--- config.mk ---
export PLATFORM = sky130hd
export DESIGN_NAME = flow_leak_monitor_unit
export DESIGN_NICKNAME = d
export VERILOG_FILES = /design/src/flm_pkg.sv /design/src/flm_divider.sv /design/src/flm_window.sv /design/src/flow_leak_monitor_unit.sv
export SDC_FILE = /design/constraint.sdc
export NUM_CORES = 1
export LEC_CHECK = 0
export ABC_AREA = 1
export BUFFER_PORTS_ARGS = -buffer_cell sky130_fd_sc_hd__buf_4
export CAP_MARGIN = 25
export CORE_MARGIN = 3
export CORE_UTILIZATION = 40
export DETAILED_ROUTE_END_ITERATION = 10
export PLACE_DENSITY_LB_ADDON = 0.3
export SLEW_MARGIN = 40
export SYNTH_ARGS = -nofsm -noshare
export SYNTH_HDL_FRONTEND = slang
export SYNTH_SLANG_ARGS = --single-unit
--- constraint.sdc ---
create_clock -name clk -period 19.86 [get_ports clk]
set_clock_uncertainty 0.2 [all_clocks]
set_input_delay 1.986 -clock clk [delete_from_list [all_inputs] [get_ports clk]]
set_output_delay 1.986 -clock clk [all_outputs]
set_load 0.05 [all_outputs]
--- src/flm_pkg.sv ---
`timescale 1ns / 1ps
// Shared types and constants for the flow leak monitor.
// No dependencies; imported by every module of the block.
package flm_pkg;

  localparam int CFG_IDX_W  = 3;
  localparam int CFG_DATA_W = 16;

  localparam logic [CFG_IDX_W-1:0] CFG_MIN_RATE     = 3'd0;
  localparam logic [CFG_IDX_W-1:0] CFG_MAX_RATE     = 3'd1;
  localparam logic [CFG_IDX_W-1:0] CFG_THRESHOLD    = 3'd2;
  localparam logic [CFG_IDX_W-1:0] CFG_CAL_TENTHS   = 3'd3;
  localparam logic [CFG_IDX_W-1:0] CFG_MIN_INTERVAL = 3'd4;

  localparam logic [7:0]  RST_MIN_RATE     = 8'd5;
  localparam logic [7:0]  RST_MAX_RATE     = 8'd40;
  localparam logic [5:0]  RST_THRESHOLD    = 6'd5;
  localparam logic [7:0]  RST_CAL_TENTHS   = 8'd45;
  localparam logic [15:0] RST_MIN_INTERVAL = 16'd1000;

  localparam int NUM_W  = 30;
  localparam int DEN_W  = 24;
  localparam int QUOT_W = 16;

  // Pulses times 1000 ms, times 10 for the tenths, times 256 for Q8.8.
  localparam logic [21:0] RATE_SCALE  = 22'd2560000;
  localparam logic [9:0]  ML_PER_L    = 10'd1000;
  // Division by 15 as a reciprocal multiply, exact for values below 64000.
  localparam logic [15:0] RECIP_15    = 16'd34953;
  localparam int          RECIP_SHIFT = 19;

  typedef struct packed {
    logic clear;
    logic push;
    logic flag;
  } win_ctrl_t;

endpackage

--- src/flm_divider.sv ---
`timescale 1ns / 1ps
// Restoring serial divider, one quotient bit per cycle, saturating result.
// Depends on flm_pkg for operand widths.
module flm_divider
  import flm_pkg::*;
(
  input  logic              clk,
  input  logic              rst_n,
  input  logic              start,
  input  logic [NUM_W-1:0]  num,
  input  logic [DEN_W-1:0]  den,
  output logic              busy,
  output logic              done,
  output logic [QUOT_W-1:0] quot
);

  logic [DEN_W-1:0]  rem_r, rem_nxt;
  logic [DEN_W-1:0]  den_r;
  logic [QUOT_W-1:0] quot_r;
  logic [4:0]        cnt_r;
  logic              busy_r, done_r, sat_r;
  logic [DEN_W:0]    shifted, diff;
  logic              ge;
  logic              ovf;

  // The quotient cannot fit when the numerator reaches the divisor shifted up by the quotient width.
  assign ovf = {{(DEN_W + QUOT_W - NUM_W){1'b0}}, num} >= {den, {QUOT_W{1'b0}}};

  assign shifted = {rem_r, quot_r[QUOT_W-1]};
  assign ge      = shifted >= {1'b0, den_r};
  assign diff    = shifted - {1'b0, den_r};
  assign rem_nxt = ge ? diff[DEN_W-1:0] : shifted[DEN_W-1:0];

  always_ff @(posedge clk) begin
    if (!rst_n) begin
      busy_r <= 1'b0;
      done_r <= 1'b0;
      cnt_r  <= 5'd0;
    end else begin
      done_r <= 1'b0;
      if (start) begin
        busy_r <= 1'b1;
        cnt_r  <= 5'(QUOT_W);
      end else if (busy_r) begin
        cnt_r <= cnt_r - 5'd1;
        if (cnt_r == 5'd1) begin
          busy_r <= 1'b0;
          done_r <= 1'b1;
        end
      end
    end
  end

  always_ff @(posedge clk) begin
    if (start) begin
      sat_r  <= ovf;
      den_r  <= den;
      rem_r  <= DEN_W'(num[NUM_W-1:QUOT_W]);
      quot_r <= num[QUOT_W-1:0];
    end else if (busy_r) begin
      rem_r  <= rem_nxt;
      quot_r <= {quot_r[QUOT_W-2:0], ge};
    end
  end

  assign busy = busy_r;
  assign done = done_r;
  assign quot = sat_r ? {QUOT_W{1'b1}} : quot_r;

endmodule

--- src/flm_window.sv ---
`timescale 1ns / 1ps
// Sliding window of out-of-range flags with a fill level and a running set-flag count.
// Depends on flm_pkg for the window control struct.
module flm_window
  import flm_pkg::*;
#(
  parameter  int DEPTH = 10,
  localparam int CNT_W = $clog2(DEPTH + 1)
) (
  input  logic             clk,
  input  logic             rst_n,
  input  win_ctrl_t        ctrl,
  output logic [CNT_W-1:0] fill,
  output logic [CNT_W-1:0] count
);

  logic [DEPTH-1:0] flags_r, flags_nxt;
  logic [CNT_W-1:0] fill_r, fill_nxt;
  logic [CNT_W-1:0] count_r, count_nxt;

  // The newest flag enters at bit 0; bits at or above the fill level are always zero.
  always_comb begin
    flags_nxt = flags_r;
    fill_nxt  = fill_r;
    count_nxt = count_r;
    if (ctrl.clear) begin
      flags_nxt = '0;
      fill_nxt  = '0;
      count_nxt = '0;
    end else if (ctrl.push) begin
      flags_nxt = DEPTH'({flags_r, ctrl.flag});
      fill_nxt  = (fill_r == CNT_W'(DEPTH)) ? fill_r : fill_r + 1'b1;
      count_nxt = count_r + CNT_W'(ctrl.flag) - CNT_W'(flags_r[DEPTH-1]);
    end
  end

  always_ff @(posedge clk) begin
    if (!rst_n) begin
      flags_r <= '0;
      fill_r  <= '0;
      count_r <= '0;
    end else begin
      flags_r <= flags_nxt;
      fill_r  <= fill_nxt;
      count_r <= count_nxt;
    end
  end

  assign fill  = fill_r;
  assign count = count_r;

endmodule

--- src/flow_leak_monitor_unit.sv ---
`timescale 1ns / 1ps
// Flow leak monitor top level: accumulators, rate and total sequencer, leak latch.
// A measure word without a new rate passes the check, push and decide states before out_valid
// rises; one that computes a new rate also runs the 16-step serial divider and the total update.
// A reset-button word goes straight to the decide state. in_ready rises with out_valid, and a
// word waits in the decide state while a result is still held at the output.
// Synchronous active-low reset clears the control state and accumulators and loads the register defaults.
module flow_leak_monitor_unit
  import flm_pkg::*;
#(
  parameter int WINDOW_DEPTH = 10
) (
  input  logic                  clk,
  input  logic                  rst_n,
  input  logic                  cfg_we,
  input  logic [CFG_IDX_W-1:0]  cfg_index,
  input  logic [CFG_DATA_W-1:0] cfg_wdata,
  input  logic                  in_valid,
  output logic                  in_ready,
  input  logic                  in_op,
  input  logic [7:0]            in_pulses,
  input  logic [15:0]           in_elapsed_ms,
  output logic                  out_valid,
  input  logic                  out_ready,
  output logic [15:0]           out_flow_rate,
  output logic [31:0]           out_total_ml,
  output logic                  out_leak_now,
  output logic                  out_valve_closed,
  output logic [5:0]            out_window_fill
);

  localparam int CNT_W = $clog2(WINDOW_DEPTH + 1);

  typedef enum logic [8:0] {
    S_IDLE     = 9'b000000001,
    S_CHECK    = 9'b000000010,
    S_DIVSTART = 9'b000000100,
    S_DIVWAIT  = 9'b000001000,
    S_TOTMUL   = 9'b000010000,
    S_TOTSCALE = 9'b000100000,
    S_TOTADD   = 9'b001000000,
    S_PUSH     = 9'b010000000,
    S_DECIDE   = 9'b100000000
  } state_t;

  state_t state_r, state_nxt;

  logic [7:0]  min_rate_r, max_rate_r, cal_r;
  logic [5:0]  threshold_r;
  logic [15:0] min_interval_r;

  logic        op_r;
  logic [7:0]  pulse_accum_r, prev_pulses_r;
  logic [15:0] time_accum_r;
  logic [16:0] time_sum;
  logic [15:0] rate_r;
  logic [31:0] total_r;
  logic        valve_r;
  logic [NUM_W-1:0] num_r;
  logic [DEN_W-1:0] den_r;
  logic [25:0] prod_r;
  logic [31:0] scaled;
  logic [12:0] inc_r;

  logic        out_valid_r;
  logic [15:0] out_rate_r;
  logic [31:0] out_total_r;
  logic        out_leak_r, out_valve_r;
  logic [5:0]  out_fill_r;

  logic              in_fire, slot_free, leak, range_flag;
  logic              div_start, div_busy, div_done;
  logic [QUOT_W-1:0] div_quot;
  win_ctrl_t         win_ctrl;
  logic [CNT_W-1:0]  win_fill, win_count;

  assign in_ready  = (state_r == S_IDLE);
  assign in_fire   = in_valid && in_ready;
  assign slot_free = !out_valid_r || out_ready;
  assign time_sum  = {1'b0, time_accum_r} + {1'b0, in_elapsed_ms};
  assign range_flag = (rate_r < {min_rate_r, 8'h00}) || (rate_r > {max_rate_r, 8'h00});
  assign leak      = !op_r && (6'(win_count) >= threshold_r);
  assign div_start = (state_r == S_DIVSTART);
  assign scaled    = 32'(prod_r[25:10]) * 32'(RECIP_15);

  always_comb begin
    win_ctrl.clear = in_fire && in_op;
    win_ctrl.push  = (state_r == S_PUSH);
    win_ctrl.flag  = range_flag;
  end

  flm_divider u_div (
    .clk   (clk),
    .rst_n (rst_n),
    .start (div_start),
    .num   (num_r),
    .den   (den_r),
    .busy  (div_busy),
    .done  (div_done),
    .quot  (div_quot)
  );

  flm_window #(
    .DEPTH (WINDOW_DEPTH)
  ) u_win (
    .clk   (clk),
    .rst_n (rst_n),
    .ctrl  (win_ctrl),
    .fill  (win_fill),
    .count (win_count)
  );

  always_comb begin
    state_nxt = state_r;
    unique case (state_r)
      S_IDLE: begin
        if (in_fire) begin
          state_nxt = in_op ? S_DECIDE : S_CHECK;
        end
      end
      S_CHECK: begin
        state_nxt = (time_accum_r > min_interval_r) ? S_DIVSTART : S_PUSH;
      end
      S_DIVSTART: state_nxt = S_DIVWAIT;
      S_DIVWAIT: begin
        if (div_done) begin
          state_nxt = S_TOTMUL;
        end
      end
      S_TOTMUL:   state_nxt = S_TOTSCALE;
      S_TOTSCALE: state_nxt = S_TOTADD;
      S_TOTADD:   state_nxt = S_PUSH;
      S_PUSH:     state_nxt = S_DECIDE;
      S_DECIDE: begin
        if (slot_free) begin
          state_nxt = S_IDLE;
        end
      end
      default: state_nxt = S_IDLE;
    endcase
  end

  always_ff @(posedge clk) begin
    if (!rst_n) begin
      state_r        <= S_IDLE;
      min_rate_r     <= RST_MIN_RATE;
      max_rate_r     <= RST_MAX_RATE;
      threshold_r    <= RST_THRESHOLD;
      cal_r          <= RST_CAL_TENTHS;
      min_interval_r <= RST_MIN_INTERVAL;
      op_r           <= 1'b0;
      pulse_accum_r  <= '0;
      prev_pulses_r  <= '0;
      time_accum_r   <= '0;
      rate_r         <= '0;
      total_r        <= '0;
      valve_r        <= 1'b0;
      out_valid_r    <= 1'b0;
    end else begin
      state_r <= state_nxt;

      if (cfg_we) begin
        unique case (cfg_index)
          CFG_MIN_RATE:     min_rate_r     <= cfg_wdata[7:0];
          CFG_MAX_RATE:     max_rate_r     <= cfg_wdata[7:0];
          CFG_THRESHOLD:    threshold_r    <= cfg_wdata[5:0];
          CFG_CAL_TENTHS:   cal_r          <= cfg_wdata[7:0];
          CFG_MIN_INTERVAL: min_interval_r <= cfg_wdata;
          default: ;
        endcase
      end

      if (in_fire) begin
        op_r <= in_op;
        if (in_op) begin
          valve_r <= 1'b0;
        end else begin
          pulse_accum_r <= pulse_accum_r + in_pulses;
          time_accum_r  <= time_sum[16] ? 16'hFFFF : time_sum[15:0];
        end
      end

      if (state_r == S_DIVWAIT && div_done) begin
        rate_r        <= div_quot;
        prev_pulses_r <= pulse_accum_r;
        pulse_accum_r <= '0;
        time_accum_r  <= '0;
      end

      if (state_r == S_TOTADD) begin
        total_r <= total_r + 32'(inc_r);
      end

      if (state_r == S_DECIDE && slot_free) begin
        out_valid_r <= 1'b1;
        valve_r     <= valve_r | leak;
      end else if (out_valid_r && out_ready) begin
        out_valid_r <= 1'b0;
      end
    end
  end

  always_ff @(posedge clk) begin
    if (state_r == S_CHECK) begin
      num_r <= NUM_W'(prev_pulses_r) * NUM_W'(RATE_SCALE);
      den_r <= DEN_W'(time_accum_r) * DEN_W'(cal_r);
    end
    if (state_r == S_TOTMUL) begin
      prod_r <= 26'(rate_r) * 26'(ML_PER_L);
    end
    if (state_r == S_TOTSCALE) begin
      inc_r <= 13'(scaled >> RECIP_SHIFT);
    end
    if (state_r == S_DECIDE && slot_free) begin
      out_rate_r  <= rate_r;
      out_total_r <= total_r;
      out_leak_r  <= leak;
      out_valve_r <= valve_r | leak;
      out_fill_r  <= 6'(win_fill);
    end
  end

  assign out_valid        = out_valid_r;
  assign out_flow_rate    = out_rate_r;
  assign out_total_ml     = out_total_r;
  assign out_leak_now     = out_leak_r;
  assign out_valve_closed = out_valve_r;
  assign out_window_fill  = out_fill_r;

  a_state_onehot: assert property (@(posedge clk) disable iff (!rst_n)
    $onehot(state_r))
    else $error("sequencer state is not one-hot");

  a_leak_closes_valve: assert property (@(posedge clk) disable iff (!rst_n)
    out_valid && out_leak_now |-> out_valve_closed)
    else $error("leak reported without valve closure");

  a_fill_bounded: assert property (@(posedge clk) disable iff (!rst_n)
    win_fill <= CNT_W'(WINDOW_DEPTH) && win_count <= win_fill)
    else $error("window fill or count out of bounds");

  a_reset_word_clears: assert property (@(posedge clk) disable iff (!rst_n)
    in_fire && in_op |=> win_fill == '0 && !valve_r)
    else $error("reset word did not clear window and valve");

  a_divider_started: assert property (@(posedge clk) disable iff (!rst_n)
    state_r == S_DIVSTART |=> div_busy)
    else $error("divider did not start");

endmodule

* After elaboration in Yosys (flattened, before gate mapping) *
Index checks and enable logic that the tools add are counted.

cells by class
  reduce and logical (&&, ||, !) cells = 28
  shifts and indexed selects = 0
  divide/modulo/power cells = 0
  equality and inequality tests = 18
  bitwise operators = 5
  $add $sub $neg = 8
  magnitude comparators = 6
  mux-type cells = 24
  $mul = 4

operator list
  cell                      number
  $pmux W9 S9               1
  $mux W16                  4
  $ge A30 B40 Y1            1
  $mux W9                   4
  $add A32 B13 Y32          1
  $gt A16 B16 Y1            2
  $mul A16 B16 Y32 const B  1
  $mux W14                  2
  $ge A25 B24 Y1            1
  $mul A16 B8 Y24           1
  $mux W24                  1
  $sub A24 B24 Y24          1
  $mul A16 B7 Y23 const B   1
  $mul A8 B10 Y18 const B   1
  $add A16 B16 Y17          1
  $lt A16 B16 Y1            1
  $reduce_and A2 Y1         8
  $mux W5                   2
  $eq A9 B1 Y1 const B      1
  $eq A9 B2 Y1 const B      1
  $eq A9 B3 Y1 const B      1
  $eq A9 B4 Y1 const B      1
  $eq A9 B5 Y1 const B      1
  $eq A9 B6 Y1 const B      1
  28 further kinds          53

word-level totals
  latch bits = 0
  bits in read-only memories = 0
  register bits = 360
  output and inout port bits = 58
  bits in writable memories = 0
  logic and storage cells = 129
  memories kept = 0
  bits of input ports = 49

* Depth between registers and ports, before layout *
  depth after elaboration = 5
  mapped depth = 21
  depth with buffers taken out = 19

* Cells and area by module *
From an unflattened synthesis, not the netlist that was laid out.

second synthesis, totals
  cells, all modules = 3795
  area, all modules = 29723.5 um^2

modules (own cells, without submodules)
  module                  area each (um^2)  seq. area each (um^2)  times used  cells each
  flow_leak_monitor_unit  23361.2           6516.2                 1           2886
  flm_divider             5494.0            1991.9                 1           795
  flm_window              868.3             360.3                  1           114

* Worst setup path after synthesis *
OpenSTA, ideal clock, no wires.

  path kind = input to register
  start point = input port out_ready
  end point = register out_rate_r[0] (netlist: out_flow_rate[0]) (enable)
  library setup time = 603 ps
  stages = 2
  path buffers = 0
  setup slack = 11753 ps
  arrival time = 7304 ps
  required time = 19057 ps
  path through = nor2_1 > nor4_1

on the way
  word-level cells in the longest chain between the ends = 2

RTL lines
  item                  RTL line                       source
  from (decl)           flow_leak_monitor_unit.sv:24   input logic out_ready,
  $logic_or A1 B1 Y1    flow_leak_monitor_unit.sv:79   assign slot_free = !out_valid_r || out_ready;
  $logic_and A1 B1 Y1   flow_leak_monitor_unit.sv:214  if (state_r == S_DECIDE && slot_free) begin
  to (signal assigned)  flow_leak_monitor_unit.sv:215  out_rate_r <= rate_r;
  to (decl)             flow_leak_monitor_unit.sv:66   logic [15:0] out_rate_r;

No other way between the ends.
A chain may end at the register's enable or synchronous reset.

* Worst setup path in the final report *
  start point = register cal_r[7]
  end point = register den_r[19] (data pin)

on the way
  word-level cells in the longest chain between the ends = 1

RTL lines
  item                    RTL line                       source
  from (decl)             flow_leak_monitor_unit.sv:48   logic [7:0] min_rate_r, max_rate_r, cal_r;
  from (signal assigned)  flow_leak_monitor_unit.sv:167  CFG_CAL_TENTHS: cal_r <= cfg_wdata[7:0];
  $mul A16 B8 Y24         flow_leak_monitor_unit.sv:206  den_r <= DEN_W'(time_accum_r) * DEN_W'(cal_r);
  to (signal assigned)    flow_leak_monitor_unit.sv:206
  to (decl)               flow_leak_monitor_unit.sv:60   logic [DEN_W-1:0] den_r;

No other way between the ends.

==> run metrics <==
Root Driver=clkbuf_16; Inserted Clock Buffers=40; Crit path required time=19990 ps; n_diodes=0; Reg2Reg Capture Point=den_r[19]$_DFFE_PN_; Reg clk slew, reported paths=60 ps; P_leak=0.0166 uW; antenna viol nets, final=0; DIE HEIGHT=277 um; setup violators final=0; power per cell area=66.0 nW/um^2; Final Cycle Share=25.5%; total of max-cap violations=0; reg2reg path depth=14; main flop type after synthesis=edfxtp_1; most frequent cells in the layout=nand2_1, inv_1, ha_1; Tmin final=5070 ps; DR WL/cell=14.5 um; asr flop ratio synth=0%; clock tree buffer depth=3; Layout Nets=4324; share of cells above drive strength 1=6.03%; Hold Path Sink=u_div.den_r[13]$_DFFE_PP_; Hold Buf Count CTS=0; unique cell type count in the Yosys netlist=52; Die X=277 um; # DRC=0; Sum Neg Setup Slack=0 ps; Post-synth EDFFs=180; largest net degree at the start of global routing=60; Cell Chain, Critical Path=nand2_1, fa_1, fa_1, fa_1, fa_1, inv_1, ha_1, nand2_1, nor3_1, a21oi_1, o21ai_0, nand3_1, nand3_1, nand2_1; CTS tree=yes; cells after synthesis=3678; WP data arrival=5210 ps; WP buf/inv=1; Hold WC Path Type=reg -> reg; DRT Pass-1 Iters=7; RSZ-0062 raised after global routing=no; sw frac=32.7%; crit-path leading delay family=adder cells; Netlist Area Pre-Place=29300 um^2; Initial Utilization=40.7%; Worst Slack Setup Final=14790 ps; Psw=698 uW; Ports=107; Seq/Total Area, Yosys=30.3%; hold_sp=den_r[13]$_DFFE_PN_; post-DR vias/cell=4.90; Global Route Usage Sum=18.1%; crit path kind=reg -> reg; die footprint=76500 um^2; initial antenna violation count=0; vias in the first global route=22800; Final GP Congestion=0.899; Max IR drop VDD=0.0000576 V; CP Launch Type=flop; Hold Vio Cnt, Final=0; total grt overflow=0; CTS resizes=0; DP Wirelength=54300 um; Min-Delay Path Depth=0; synth warn=0; htree depth=2; most frequent CP cell=fa_1; via count=23200; Worst-Margin Slew=805 ps; Area growth, synth to finish=10.4%; slowest stage delay, CP=730 ps; CP Capture Type=flop; port bufs=104; global-route wire length before repair=115000 um; critical-path maximum fanout=17; CTS Sinks=353; Fmax=0.197 GHz; Slowest cell on crit path=dfxtp_1; Combinational Power Share=24.8%; status=finished, final reports clean; post-CTS setup buffer count=0; syn_area_per_cell=7.97 um^2; fin. max-slew vios=0; Clk pwr share=35.8%; FF+latch count, synth=353; Seq pwr share=39.4%; Internal=1440 uW; FF-to-FF Start=cal_r[7]$_SDFFE_PN0P_; slew margin rel.=46.2%; Setup WS pre-CTS=14750 ps; standard-cell rows=98; # fillers=7177; Clk Latency, worst-skew pair=580 ps; r2r setup slk=14790 ps; WP depth=14; Placeable Area=72000 um^2; most common cell after layout, fill and taps aside=nand2_1; DR iter-0 viols=1397; overall routed net length=68500 um
[registers in the layout, indices dropped and copies added (netlist names), 5 cells and up]
name / cells
rate_r: 16
num_r: 18
out_total_ml: 32
min_interval_r: 16
time_accum_r: 16
u_win.flags_r: 10
prod_r: 16
prev_pulses_r: 8
inc_r: 13
den_r: 24
min_rate_r: 8
max_rate_r: 8
pulse_accum_r: 8
total_r: 32
u_div.den_r: 24
u_div.cnt_r: 5
state_r: 9
u_div.rem_r: 24
out_flow_rate: 16
u_div.quot_r: 16
cal_r: 8
threshold_r: 6
[synth_stat cells, drive strengths merged, types with 10 or more instances]
library cell | number | area share, %
or2 | 10 | 0.21
nand3 | 165 | 3.1
clkbuf | 56 | 0.72
nor3 | 50 | 0.93
ha | 352 | 15
dfxtp | 173 | 12
buf | 28 | 0.60
nand4 | 72 | 1.5
xnor2 | 34 | 1.0
nor4 | 13 | 0.28
o211ai | 14 | 0.36
xor2 | 52 | 1.6
a31oi | 18 | 0.38
o21bai | 15 | 0.38
a21o | 18 | 0.46
fa | 173 | 12
a211oi | 22 | 0.56
o21ai | 138 | 2.4
nand2 | 788 | 10
nor2 | 281 | 3.8
edfxtp | 180 | 18
a21oi | 210 | 3.6
inv | 778 | 10
[final cells by class]
| class | count | area, um^2 | share of cell area, % |
|---|---|---|---|
| Sequential cell | 353 | 8870 | 27.4 |
| Timing Repair Buffer | 113 | 848 | 2.62 |
| Inverter | 779 | 2920 | 9.04 |
| Clock inverter | 20 | 243 | 0.750 |
| Multi-Input combinational cell | 2463 | 17200 | 53.0 |
| Tap cell | 950 | 1190 | 3.67 |
| Clock buffer | 53 | 1120 | 3.47 |
[per-layer routing]
| layer | track usage [%] | vias to the layer above | share of wire (%) |
|---|---|---|---|
| met5 | 0 | - | 0 |
| met4 | 5.63 | 0 | 3.1 |
| met3 | 2.39 | 109 | 4.4 |
| met2 | 29.3 | 458 | 44 |
| met1 | 25.2 | 10700 | 48 |
| li1 | - | 11900 | - |
[stage by stage]
| stage | total power [uW] | hold slack (ps) | area, um^2 | util [%] | cells |
|---|---|---|---|---|---|
| after detailed placement | 1390 | 234 | 31000 | 43.0 | 4658 |
| after global placement | 1380 | 233 | 31000 | 43.0 | 4658 |
| after floorplan | 1250 | 225 | 29300 | - | 3679 |
| after global routing | 2280 | 259 | 32300 | 44.9 | 4731 |
| after CTS | 2170 | 248 | 32300 | 44.9 | 4731 |
| final | 2130 | 247 | 32300 | 44.9 | 4731 |
[cell families (layout without fill, tap and decap cells)]
| kind of cell | after synthesis | after routing | share of synthesized area, % |
|---|---|---|---|
| buf+inv | 863 | 965 | 11.3 |
| simple gates | 1394 | 1394 | 20.3 |
| flops | 353 | 353 | 30.3 |
| other cells | 1 | 2 | 0.0128 |
| compound gates | 456 | 456 | 8.69 |
| fa+ha+maj | 525 | 525 | 26.9 |
| xor+xnor | 86 | 86 | 2.57 |
[power by group through the flow]
stage	logic [uW]	registers, uW	clock network, uW
after floorplan	411	844	0
after global placement	524	854	0
after detailed placement	531	855	0
after CTS	536	839	792
after global routing	617	844	817
final	530	840	764
[worst max-delay path by stage]
| stage | start | to | slack, ps |
|---|---|---|---|
| 3_3_place_gp | cal_r[6]$_SDFFE_PN0P_ | den_r[19]$_DFFE_PN_ | 14870 |
| 6_report | cal_r[7]$_SDFFE_PN0P_ | den_r[19]$_DFFE_PN_ | 14790 |
| 5_1_grt | cal_r[7]$_SDFFE_PN0P_ | den_r[19]$_DFFE_PN_ | 14440 |
| 4_1_cts | cal_r[7]$_SDFFE_PN0P_ | den_r[19]$_DFFE_PN_ | 14760 |
| 2_1_floorplan | out_ready | out_flow_rate[0]$_DFFE_PP_ | 11750 |
| 3_5_place_dp | cal_r[7]$_SDFFE_PN0P_ | den_r[19]$_DFFE_PN_ | 14750 |
Power figures use the tool's default switching activity.
